File: src/rtl/zsre_pkg.sv
`timescale 1ns / 1ps

package zsre_pkg;

    localparam int TICK_W   = 32;
    localparam int ID_W     = 8;
    localparam int OFS_W    = 6;
    localparam int FUNC_W   = 2;
    localparam int STAT_W   = 2;
    localparam int ZSEL_W   = 2;
    localparam int LEN_W    = 2;
    localparam int CFG_IX_W = 1;

    localparam logic [ID_W-1:0] EMPTY_ID = 8'hFF;

    localparam logic [FUNC_W-1:0] FUNC_TICK    = 2'd0;
    localparam logic [FUNC_W-1:0] FUNC_RESERVE = 2'd1;
    localparam logic [FUNC_W-1:0] FUNC_RELEASE = 2'd2;

    localparam logic [STAT_W-1:0] STAT_GRANTED  = 2'd0;
    localparam logic [STAT_W-1:0] STAT_REFUSED  = 2'd1;
    localparam logic [STAT_W-1:0] STAT_RELEASED = 2'd2;
    localparam logic [STAT_W-1:0] STAT_TICKED   = 2'd3;

    localparam logic [CFG_IX_W-1:0] CFG_EARLIEST = 1'b0;
    localparam logic [CFG_IX_W-1:0] CFG_LATEST   = 1'b1;

    localparam logic [OFS_W-1:0] EARLIEST_RST = 6'd6;
    localparam logic [OFS_W-1:0] LATEST_RST   = 6'd10;

    typedef enum logic [3:0] {
        ST_CLEAR,
        ST_IDLE,
        ST_REL_SCAN,
        ST_REL_DRAIN,
        ST_RES_INIT,
        ST_RES_NORM,
        ST_PROBE_RD,
        ST_PROBE_CHK,
        ST_CLAIM,
        ST_RESULT
    } t_state;

endpackage

File: src/rtl/zsre_ram.sv
`timescale 1ns / 1ps

module zsre_ram #(
    parameter int WIDTH = 8,
    parameter int DEPTH = 256
) (
    input  logic                     i_clk,
    input  logic                     i_we,
    input  logic [$clog2(DEPTH)-1:0] i_waddr,
    input  logic [WIDTH-1:0]         i_wdata,
    input  logic [$clog2(DEPTH)-1:0] i_raddr,
    output logic [WIDTH-1:0]         o_rdata
);

    logic [WIDTH-1:0] r_mem [0:DEPTH-1];
    logic [WIDTH-1:0] r_rdata;

    always_ff @(posedge i_clk) begin
        if (i_we) begin
            r_mem[i_waddr] <= i_wdata;
        end
        r_rdata <= r_mem[i_raddr];
    end

    assign o_rdata = r_rdata;

endmodule

File: src/rtl/zone_slot_reservation_engine_top.sv
`timescale 1ns / 1ps

// Zone slot reservation engine.
// Input channel (i_valid / o_stall) takes one transaction: a tick, a reserve
// of a route of one to three zones, or a release of an owner id. Output
// channel (o_valid / i_stall) returns one result transaction per item; an
// unused function code is dropped with no result. One item at a time.
// Flow, accept to result valid: a tick goes straight to the result. A release
// scans the table, one entry a cycle, and clears each entry that holds the id.
// A reserve checks the window, then normalizes the slot (subtracting SLOT_COUNT
// until below it; when the first entry time wraps past 2^32 the wrapped time
// gives the slot), then probes 2 slots per zone per candidate offset, through
// a read state and a check state for each slot, and then makes 2*route_length
// claim writes; the single table read port serializes these steps.
// After reset the table is swept to empty with o_stall high; configuration
// writes are taken throughout. While the receiver stalls, the result holds and
// no new transaction is accepted. Configuration is to be written only while the
// block is idle; the block itself does not enforce this.
module zone_slot_reservation_engine_top #(
    parameter int SLOT_COUNT = 64,
    parameter int ZONE_COUNT = 4
) (
    input  logic                              i_clk,
    input  logic                              i_rst_n,
    input  logic                              i_cfg_we,
    input  logic [zsre_pkg::CFG_IX_W-1:0]     i_cfg_index,
    input  logic [zsre_pkg::OFS_W-1:0]        i_cfg_data,
    input  logic                              i_valid,
    output logic                              o_stall,
    input  logic [zsre_pkg::FUNC_W-1:0]       i_func,
    input  logic [zsre_pkg::ID_W-1:0]         i_vehicle_id,
    input  logic [zsre_pkg::LEN_W-1:0]        i_route_length,
    input  logic [zsre_pkg::ZSEL_W-1:0]       i_zone_first,
    input  logic [zsre_pkg::ZSEL_W-1:0]       i_zone_second,
    input  logic [zsre_pkg::ZSEL_W-1:0]       i_zone_third,
    output logic                              o_valid,
    input  logic                              i_stall,
    output logic [zsre_pkg::STAT_W-1:0]       o_status,
    output logic [zsre_pkg::TICK_W-1:0]       o_entry_tick,
    output logic [zsre_pkg::OFS_W-1:0]        o_approach_ticks,
    output logic [zsre_pkg::OFS_W-1:0]        o_slack_ticks,
    output logic                              o_speed_mode
);

    localparam int TOTAL = ZONE_COUNT * SLOT_COUNT;
    localparam int AW    = $clog2(TOTAL);
    localparam int SW    = $clog2(SLOT_COUNT);
    localparam int ZW    = $clog2(ZONE_COUNT);
    localparam int CW    = $clog2(SLOT_COUNT + 64);
    localparam int TW    = zsre_pkg::TICK_W;
    localparam int OW    = zsre_pkg::OFS_W;
    localparam int IW    = zsre_pkg::ID_W;

    localparam logic [AW-1:0] LAST_ADDR   = AW'(TOTAL - 1);
    localparam logic [AW-1:0] SLOTS_A     = AW'(SLOT_COUNT);
    localparam logic [SW-1:0] LAST_SLOT   = SW'(SLOT_COUNT - 1);
    localparam logic [CW-1:0] SLOTS_C     = CW'(SLOT_COUNT);
    localparam logic [4:0]    ZONES_5     = 5'(ZONE_COUNT);

    zsre_pkg::t_state r_state, n_state;

    logic [TW-1:0]                  r_tick, n_tick;
    logic [SW-1:0]                  r_tick_slot, n_tick_slot;
    logic [OW-1:0]                  r_earliest, r_latest;
    logic [IW-1:0]                  r_id, n_id;
    logic [zsre_pkg::LEN_W-1:0]     r_len, n_len;
    logic [ZW-1:0]                  r_zone0, n_zone0, r_zone1, n_zone1, r_zone2, n_zone2;
    logic [OW-1:0]                  r_k, n_k;
    logic [TW-1:0]                  r_cand_t, n_cand_t;
    logic [CW-1:0]                  r_cand_slot, n_cand_slot;
    logic [TW-1:0]                  r_walk_t, n_walk_t;
    logic [SW-1:0]                  r_walk_slot, n_walk_slot;
    logic [2:0]                     r_j, n_j;
    logic [AW-1:0]                  r_addr, n_addr;
    logic                           r_rd_pend, n_rd_pend;
    logic [AW-1:0]                  r_rd_addr, n_rd_addr;
    logic [zsre_pkg::STAT_W-1:0]    r_status, n_status;
    logic [TW-1:0]                  r_entry, n_entry;
    logic [OW-1:0]                  r_appr, n_appr;
    logic [OW-1:0]                  r_slack, n_slack;
    logic                           r_speed, n_speed;

    logic            w_we;
    logic [AW-1:0]   w_waddr;
    logic [IW-1:0]   w_wdata;
    logic [AW-1:0]   w_raddr;
    logic [IW-1:0]   w_rdata;

    logic            w_accept;
    logic            w_scan_last;
    logic            w_window_bad;
    logic            w_norm_done;
    logic            w_slot_busy;
    logic            w_k_last;
    logic            w_j_last;
    logic            w_rel_hit;
    logic [ZW-1:0]   w_zone_cur;
    logic [AW-1:0]   w_slot_addr;
    logic [SW-1:0]   w_walk_step;
    logic [SW-1:0]   w_cand_step;
    logic [TW:0]     w_start_sum;

    function automatic logic [ZW-1:0] fold_zone(input logic [zsre_pkg::ZSEL_W-1:0] z);
        logic [4:0] zz;
        zz = 5'(z);
        if (zz >= ZONES_5) begin
            zz = zz - ZONES_5;
        end
        return ZW'(zz);
    endfunction

    function automatic logic [SW-1:0] step_slot(input logic [SW-1:0] s, input logic [TW-1:0] t);
        logic [SW-1:0] ns;
        if (t == '1) begin
            ns = '0;
        end else if (s == LAST_SLOT) begin
            ns = '0;
        end else begin
            ns = s + SW'(1);
        end
        return ns;
    endfunction

    zsre_ram #(
        .WIDTH (IW),
        .DEPTH (TOTAL)
    ) u_table (
        .i_clk   (i_clk),
        .i_we    (w_we),
        .i_waddr (w_waddr),
        .i_wdata (w_wdata),
        .i_raddr (w_raddr),
        .o_rdata (w_rdata)
    );

    assign w_accept     = i_valid && !o_stall;
    assign w_scan_last  = (r_addr == LAST_ADDR);
    assign w_window_bad = (r_earliest > r_latest) || (r_len == '0);
    assign w_norm_done  = (r_cand_slot < SLOTS_C);
    assign w_slot_busy  = (w_rdata != zsre_pkg::EMPTY_ID);
    assign w_k_last     = (r_k == r_latest);
    assign w_j_last     = (r_j == (3'({r_len, 1'b0}) - 3'd1));
    assign w_rel_hit    = r_rd_pend && (w_rdata == r_id);
    assign w_zone_cur   = (r_j[2:1] == 2'd2) ? r_zone2 : (r_j[1] ? r_zone1 : r_zone0);
    assign w_slot_addr  = AW'(w_zone_cur) * SLOTS_A + AW'(r_walk_slot);
    assign w_walk_step  = step_slot(r_walk_slot, r_walk_t);
    assign w_cand_step  = step_slot(SW'(r_cand_slot), r_cand_t);
    assign w_start_sum  = {1'b0, r_tick} + (TW+1)'(r_earliest);

    // next state
    always_comb begin
        n_state = r_state;
        unique case (r_state)
            zsre_pkg::ST_CLEAR: begin
                if (w_scan_last) n_state = zsre_pkg::ST_IDLE;
            end
            zsre_pkg::ST_IDLE: begin
                if (w_accept) begin
                    case (i_func)
                        zsre_pkg::FUNC_TICK:    n_state = zsre_pkg::ST_RESULT;
                        zsre_pkg::FUNC_RESERVE: n_state = zsre_pkg::ST_RES_INIT;
                        zsre_pkg::FUNC_RELEASE: n_state = zsre_pkg::ST_REL_SCAN;
                        default:                n_state = zsre_pkg::ST_IDLE;
                    endcase
                end
            end
            zsre_pkg::ST_REL_SCAN: begin
                if (w_scan_last) n_state = zsre_pkg::ST_REL_DRAIN;
            end
            zsre_pkg::ST_REL_DRAIN: n_state = zsre_pkg::ST_RESULT;
            zsre_pkg::ST_RES_INIT: begin
                n_state = w_window_bad ? zsre_pkg::ST_RESULT : zsre_pkg::ST_RES_NORM;
            end
            zsre_pkg::ST_RES_NORM: begin
                if (w_norm_done) n_state = zsre_pkg::ST_PROBE_RD;
            end
            zsre_pkg::ST_PROBE_RD: n_state = zsre_pkg::ST_PROBE_CHK;
            zsre_pkg::ST_PROBE_CHK: begin
                if (w_slot_busy) begin
                    n_state = w_k_last ? zsre_pkg::ST_RESULT : zsre_pkg::ST_PROBE_RD;
                end else begin
                    n_state = w_j_last ? zsre_pkg::ST_CLAIM : zsre_pkg::ST_PROBE_RD;
                end
            end
            zsre_pkg::ST_CLAIM: begin
                if (w_j_last) n_state = zsre_pkg::ST_RESULT;
            end
            zsre_pkg::ST_RESULT: begin
                if (!i_stall) n_state = zsre_pkg::ST_IDLE;
            end
            default: n_state = zsre_pkg::ST_IDLE;
        endcase
    end

    // outputs and table port
    always_comb begin
        o_stall = (r_state != zsre_pkg::ST_IDLE);
        o_valid = (r_state == zsre_pkg::ST_RESULT);
        w_we    = 1'b0;
        w_waddr = r_rd_addr;
        w_wdata = zsre_pkg::EMPTY_ID;
        w_raddr = w_slot_addr;
        unique case (r_state)
            zsre_pkg::ST_CLEAR: begin
                w_we    = 1'b1;
                w_waddr = r_addr;
            end
            zsre_pkg::ST_REL_SCAN: begin
                w_we    = w_rel_hit;
                w_raddr = r_addr;
            end
            zsre_pkg::ST_REL_DRAIN: begin
                w_we = w_rel_hit;
            end
            zsre_pkg::ST_CLAIM: begin
                w_we    = 1'b1;
                w_waddr = w_slot_addr;
                w_wdata = r_id;
            end
            default: begin
                w_we = 1'b0;
            end
        endcase
    end

    // datapath
    always_comb begin
        n_tick      = r_tick;
        n_tick_slot = r_tick_slot;
        n_id        = r_id;
        n_len       = r_len;
        n_zone0     = r_zone0;
        n_zone1     = r_zone1;
        n_zone2     = r_zone2;
        n_k         = r_k;
        n_cand_t    = r_cand_t;
        n_cand_slot = r_cand_slot;
        n_walk_t    = r_walk_t;
        n_walk_slot = r_walk_slot;
        n_j         = r_j;
        n_addr      = r_addr;
        n_rd_pend   = 1'b0;
        n_rd_addr   = r_rd_addr;
        n_status    = r_status;
        n_entry     = r_entry;
        n_appr      = r_appr;
        n_slack     = r_slack;
        n_speed     = r_speed;
        unique case (r_state)
            zsre_pkg::ST_CLEAR: begin
                n_addr = r_addr + AW'(1);
            end
            zsre_pkg::ST_IDLE: begin
                n_id     = i_vehicle_id;
                n_len    = i_route_length;
                n_zone0  = fold_zone(i_zone_first);
                n_zone1  = fold_zone(i_zone_second);
                n_zone2  = fold_zone(i_zone_third);
                n_addr   = '0;
                n_entry  = '0;
                n_appr   = '0;
                n_slack  = '0;
                n_speed  = 1'b0;
                n_status = zsre_pkg::STAT_REFUSED;
                if (w_accept && (i_func == zsre_pkg::FUNC_TICK)) begin
                    n_tick      = r_tick + TW'(1);
                    n_tick_slot = step_slot(r_tick_slot, r_tick);
                    n_status    = zsre_pkg::STAT_TICKED;
                end else if (i_func == zsre_pkg::FUNC_RELEASE) begin
                    n_status = zsre_pkg::STAT_RELEASED;
                end
            end
            zsre_pkg::ST_REL_SCAN: begin
                n_rd_pend = 1'b1;
                n_rd_addr = r_addr;
                n_addr    = r_addr + AW'(1);
            end
            zsre_pkg::ST_RES_INIT: begin
                n_k      = r_earliest;
                n_cand_t = w_start_sum[TW-1:0];
                if (w_start_sum[TW]) begin
                    n_cand_slot = CW'(w_start_sum[OW-1:0]);
                end else begin
                    n_cand_slot = CW'(r_tick_slot) + CW'(r_earliest);
                end
            end
            zsre_pkg::ST_RES_NORM: begin
                if (w_norm_done) begin
                    n_walk_slot = SW'(r_cand_slot);
                    n_walk_t    = r_cand_t;
                    n_j         = '0;
                end else begin
                    n_cand_slot = r_cand_slot - SLOTS_C;
                end
            end
            zsre_pkg::ST_PROBE_CHK: begin
                if (w_slot_busy) begin
                    n_k         = r_k + OW'(1);
                    n_cand_t    = r_cand_t + TW'(1);
                    n_cand_slot = CW'(w_cand_step);
                    n_walk_t    = r_cand_t + TW'(1);
                    n_walk_slot = w_cand_step;
                    n_j         = '0;
                end else if (w_j_last) begin
                    n_walk_t    = r_cand_t;
                    n_walk_slot = SW'(r_cand_slot);
                    n_j         = '0;
                end else begin
                    n_walk_t    = r_walk_t + TW'(1);
                    n_walk_slot = w_walk_step;
                    n_j         = r_j + 3'd1;
                end
            end
            zsre_pkg::ST_CLAIM: begin
                n_walk_t    = r_walk_t + TW'(1);
                n_walk_slot = w_walk_step;
                n_j         = r_j + 3'd1;
                if (w_j_last) begin
                    n_status = zsre_pkg::STAT_GRANTED;
                    n_entry  = r_cand_t;
                    n_appr   = r_k;
                    n_slack  = r_latest - r_k;
                    n_speed  = (r_k > r_earliest);
                end
            end
            default: begin
                n_rd_pend = 1'b0;
            end
        endcase
    end

    always_ff @(posedge i_clk) begin
        if (!i_rst_n) begin
            r_state     <= zsre_pkg::ST_CLEAR;
            r_tick      <= '0;
            r_tick_slot <= '0;
            r_earliest  <= zsre_pkg::EARLIEST_RST;
            r_latest    <= zsre_pkg::LATEST_RST;
            r_addr      <= '0;
            r_rd_pend   <= 1'b0;
            r_j         <= '0;
        end else begin
            r_state     <= n_state;
            r_tick      <= n_tick;
            r_tick_slot <= n_tick_slot;
            r_addr      <= n_addr;
            r_rd_pend   <= n_rd_pend;
            r_j         <= n_j;
            if (i_cfg_we && (i_cfg_index == zsre_pkg::CFG_EARLIEST)) begin
                r_earliest <= i_cfg_data;
            end
            if (i_cfg_we && (i_cfg_index == zsre_pkg::CFG_LATEST)) begin
                r_latest <= i_cfg_data;
            end
        end
    end

    always_ff @(posedge i_clk) begin
        r_id        <= n_id;
        r_len       <= n_len;
        r_zone0     <= n_zone0;
        r_zone1     <= n_zone1;
        r_zone2     <= n_zone2;
        r_k         <= n_k;
        r_cand_t    <= n_cand_t;
        r_cand_slot <= n_cand_slot;
        r_walk_t    <= n_walk_t;
        r_walk_slot <= n_walk_slot;
        r_rd_addr   <= n_rd_addr;
        r_status    <= n_status;
        r_entry     <= n_entry;
        r_appr      <= n_appr;
        r_slack     <= n_slack;
        r_speed     <= n_speed;
    end

    assign o_status         = r_status;
    assign o_entry_tick     = r_entry;
    assign o_approach_ticks = r_appr;
    assign o_slack_ticks    = r_slack;
    assign o_speed_mode     = r_speed;

    a_claim_in_window: assert property (@(posedge i_clk) disable iff (!i_rst_n)
        (r_state == zsre_pkg::ST_CLAIM) |-> (r_k >= r_earliest && r_k <= r_latest))
        else $error("claim outside offset window");

    a_step_bounded: assert property (@(posedge i_clk) disable iff (!i_rst_n)
        (r_state == zsre_pkg::ST_PROBE_RD || r_state == zsre_pkg::ST_CLAIM)
        |-> (r_j < 3'({r_len, 1'b0})))
        else $error("slot step beyond route");

    a_slot_range: assert property (@(posedge i_clk) disable iff (!i_rst_n)
        (r_state == zsre_pkg::ST_PROBE_RD || r_state == zsre_pkg::ST_CLAIM)
        |-> (r_walk_slot <= LAST_SLOT && r_tick_slot <= LAST_SLOT))
        else $error("slot index out of range");

    a_grant_entry: assert property (@(posedge i_clk) disable iff (!i_rst_n)
        (o_valid && o_status == zsre_pkg::STAT_GRANTED)
        |-> (o_entry_tick == r_tick + TW'(o_approach_ticks)
             && o_speed_mode == (o_approach_ticks > r_earliest)))
        else $error("granted result inconsistent");

endmodule

File: config.mk
export PLATFORM = sky130hd
export DESIGN_NAME = zone_slot_reservation_engine_top
export DESIGN_NICKNAME = d
export VERILOG_FILES = /design/src/rtl/zsre_pkg.sv /design/src/rtl/zsre_ram.sv /design/src/rtl/zone_slot_reservation_engine_top.sv
export SDC_FILE = /design/constraint.sdc
export NUM_CORES = 2
export LEC_CHECK = 0
export ABC_AREA = 0
export BUFFER_PORTS_ARGS = -buffer_cell sky130_fd_sc_hd__buf_2
export CAP_MARGIN = 40
export CORE_MARGIN = 4
export CORE_UTILIZATION = 40
export DETAILED_ROUTE_END_ITERATION = 8
export PLACE_DENSITY = 0.59
export SETUP_SLACK_MARGIN = 0.1
export SLEW_MARGIN = 0
export SYNTH_ARGS = -nofsm -noshare
export SYNTH_HDL_FRONTEND = slang
export SYNTH_SLANG_ARGS = --single-unit
File: constraint.sdc
create_clock -name i_clk -period 5.9 [get_ports i_clk]
set_input_delay 0.295 -clock i_clk [delete_from_list [all_inputs] [get_ports i_clk]]
set_output_delay 0.295 -clock i_clk [all_outputs]
set_load 0.005 [all_outputs]
==> impl_metrics.env <==
export IMPL_hold_ws_ps=98.2
export IMPL_max_cap_violations=0
export IMPL_r2r_start="r_state[0]$_SDFFE_PN0P_"
export IMPL_row_count=177
export IMPL_dieWidth_um=492
export IMPL_worstSetupEndpointType="flop"
export IMPL_maxSlewHeadroom_pct=21.6
export IMPL_post_route_util_pct=45.8
export IMPL_status="finished, final reports clean"
export IMPL_min_period_over_period_pct=83.4
export IMPL_io_pins=79
export IMPL_numCtsBuffers=230
export IMPL_postSynthCellCount=7659
export IMPL_via_per_inst=5.61
export IMPL_grt_pass1_vias=59200
export IMPL_synth_cell_types=69
export IMPL_min_period_ps=4920
export IMPL_clk_path_buf_depth=3
export IMPL_gp_congestion=0.862
export IMPL_crit_fanout=40
export IMPL_min_path_cells=4
export IMPL_post_cts_buffers=0
export IMPL_timing_rr_end="u_table.o_rdata[0]$_DFF_P_"
export IMPL_startpoint="r_state[0]$_SDFFE_PN0P_"
export IMPL_clock_latency_ps=920
export IMPL_syn_num_nets=7736
export IMPL_cts_sinks=2276
export IMPL_die_y_um=492
export IMPL_fmax_ghz=0.203
export IMPL_layout_area_overhead_vs_synth_pct=13.8
export IMPL_syn_area_sq_um=93600
export IMPL_route_detailed_drc=0
export IMPL_grtUsageTotal_pct=21.6
export IMPL_min_from="i_valid"
export IMPL_htree_levels=4
export IMPL_coreArea_sq_um=233000
export IMPL_tightest_slew_ps=1180
export IMPL_ys_async_sr_fraction_pct=0
export IMPL_grt_max_degree=186
export IMPL_ant_nets=0
export IMPL_antenna_found_initial=3
export IMPL_num_vias=62300
export IMPL_final_max_slew_viol_count=0
export IMPL_reg2reg_slack_ps=980
export IMPL_setup_viol=0
export IMPL_finalClockSkew_ps=114
export IMPL_drt_initial_drc_count=7770
export IMPL_cp_arrival_ps=5650
export IMPL_root_buffer="clkbuf_16"
export IMPL_vdd_ir_drop_max_mv=0.367
export IMPL_rsz0062_at_grt="false"
export IMPL_synth_flop_cell="edfxtp_1"
export IMPL_multi_input_area_sq_um=23900
export IMPL_post_cts_resize_count=0
export IMPL_r2r_cells=11
export IMPL_hold_viol_final=0
export IMPL_dp_hpwl_um=161000
export IMPL_grt_pass1_wl_um=397000
export IMPL_drive_above_1_share_pct=8.73
export IMPL_path_clk_slew_ps=70
export IMPL_wire_per_inst_um=24.2
export IMPL_hold_class="primary input to flop"
export IMPL_p_leak_nw=37.8
export IMPL_dieArea_sq_um=242000
export IMPL_synth_edf_count=2202
export IMPL_wl_um=269000
export IMPL_regArea_sq_um=67600
export IMPL_timing_setup_tns_ps=0
export IMPL_critPathKind="flop to flop"
export IMPL_yosysWarnings=0
export IMPL_io_buffers=78
export IMPL_cts_tree="done"
export IMPL_start_kind="flop"
export IMPL_ys_ff_latch=2276
export IMPL_start_util_pct=40.2
export IMPL_hold_buffers=39
export IMPL_avgSynthCellArea_sq_um=12.2
export IMPL_nNetsFinal=7849
export IMPL_grt_overflow=0
export IMPL_powerDensity_nw_per_um2=304
export IMPL_fillers=20700
export IMPL_cp_required_ps=6630
export IMPL_min_to="r_tick_slot[0]$_SDFFE_PN0P_"
export IMPL_yosysSeqAreaShare_pct=72.2
export IMPL_drt_first_pass_iters=7
==> state kept, by name (all words and copies together), names as in the netlist, 7 cells and up <==
name and flops:
u_table.r_mem 2048, o_entry_tick 32, r_cand_t 32, r_tick 32
r_walk_t 32, r_addr 8, r_id 8, r_rd_addr 8
u_table.o_rdata 8, r_cand_slot 7
==> critical path, stage by stage (launching register included) <==
cell      delay, ps
dfxtp_1         570
or4b_1          950
inv_2           460
nand3b_1        180
nand2_4         360
buf_12          310
buf_4           340
nand3_1         190
nand4_1         170
nand4_1         300
nor3_1          750
nor4_1          120
==> layout make-up <==
type                       count  share of cell area, %
clock buffer                 280                   5.62
sequential                  2276                   63.4
multi-input combinational   4855                   22.5
inverter                      40                  0.141
clock inverter               151                   1.52
tap                         3132                   3.68
antenna                        4                0.00939
timing repair buffer         369                   3.13
==> cells in the mapped netlist (5+ instances only) <==
library cell | number | area (sq um)
a21boi_0 | 17 | 128
a21o_1 | 17 | 128
a21oi_1 | 61 | 305
a221o_1 | 8 | 80.1
a221oi_1 | 6 | 52.6
a22oi_1 | 10 | 75.1
a31oi_1 | 258 | 1610
a32oi_1 | 21 | 184
and2_1 | 67 | 419
and3_1 | 35 | 219
and4_1 | 12 | 105
buf_1 | 15 | 56.3
buf_2 | 221 | 1110
clkbuf_1 | 250 | 938
dfxtp_1 | 74 | 1480
edfxtp_1 | 2202 | 66100
ha_1 | 44 | 551
inv_1 | 39 | 146
mux2i_1 | 51 | 510
nand2_1 | 2224 | 8350
nand2b_1 | 20 | 125
nand3_1 | 844 | 4220
nand3b_1 | 6 | 45.0
nand4_1 | 306 | 1910
nor2_1 | 391 | 1470
nor2b_1 | 18 | 113
nor3_1 | 41 | 205
nor4_1 | 24 | 150
o211ai_1 | 5 | 37.5
o21a_1 | 6 | 45.0
o21ai_0 | 113 | 566
o21bai_1 | 5 | 37.5
o221ai_1 | 20 | 175
o31ai_1 | 5 | 37.5
or2_2 | 7 | 43.8
or3_1 | 20 | 125
xnor2_1 | 80 | 701
xor2_1 | 59 | 517
==> logic make-up after synthesis <==
kind of cell               after synthesis  share of synthesized area, %
adders and majority gates               47                         0.652
muxes                                   55                         0.600
AOI/OAI and AO/OA                      582                          3.97
and+or+nand+nor                       4032                          18.9
DFF                                   2276                          72.2
buffers and inverters                  528                          2.42
xor gates and xnor gates               139                          1.30
==> power breakdown <==
part,internal (mW),total [mW],switching [mW]
Clock,8.30,14.7,6.36
Sequential,17.5,17.5,0.0111
Combinational,0.0650,0.214,0.149
==> worst max path at each step <==
| stage | end | slack, ps | cells after the start |
|---|---|---|---|
| finish | u_table.o_rdata[0]$_DFF_P_ | 980 | 11 |
| detailed placement | u_table.o_rdata[0]$_DFF_P_ | 1030 | 11 |
| CTS | u_table.o_rdata[0]$_DFF_P_ | 1020 | 11 |
| global route | u_table.o_rdata[0]$_DFF_P_ | 900 | 11 |
| floorplan | o_approach_ticks[0]$_SDFFCE_PN0P_ | 770 | 6 |
| global placement | u_table.o_rdata[7]$_DFF_P_ | 1010 | 11 |
==> through the flow <==
| stage | power, mW | cell area [sq um] | cells | setup WS, ps |
|---|---|---|---|---|
| finish | 32.4 | 107000 | 11100 | 982 |
| global route | 33.2 | 107000 | 11100 | 897 |
| CTS | 32.5 | 107000 | 11100 | 1020 |
| detailed placement | 18.0 | 98500 | 10600 | 1030 |
| global placement | 18.0 | 98100 | 10600 | 1010 |
| floorplan | 17.9 | 93600 | 7659 | 771 |
==> layout by cell type (no fill, tap or decap), types with 21 or more instances in the layout <==
cell,n
a21oi_1,60
dfxtp_1,74
dlygate4sd3_1,39
xnor2_1,80
and3_1,35
buf_12,48
nor3_1,41
nand2_1,2213
clkbuf_1,45
clkbuf_16,230
a31oi_1,258
bufinv_16,24
nor4_1,24
mux2i_1,51
a32oi_1,21
clkinv_2,38
inv_1,39
buf_2,85
xor2_1,59
clkinv_1,67
edfxtp_1,2202
nor2_1,388
ha_1,44
nand4_1,306
o21ai_0,112
and2_1,66
nand3_1,844
buf_4,191
==> per-layer routing <==
metal	part of all wire [%]	up-vias	track usage, %
met5	0	-	0
met2	47	2679	34.2
met1	42	31200	30.4
met4	2.9	0	6.47
met3	8.2	406	3.87
li1	-	28000	-
Note: power is estimated with default switching activity, not from simulation.
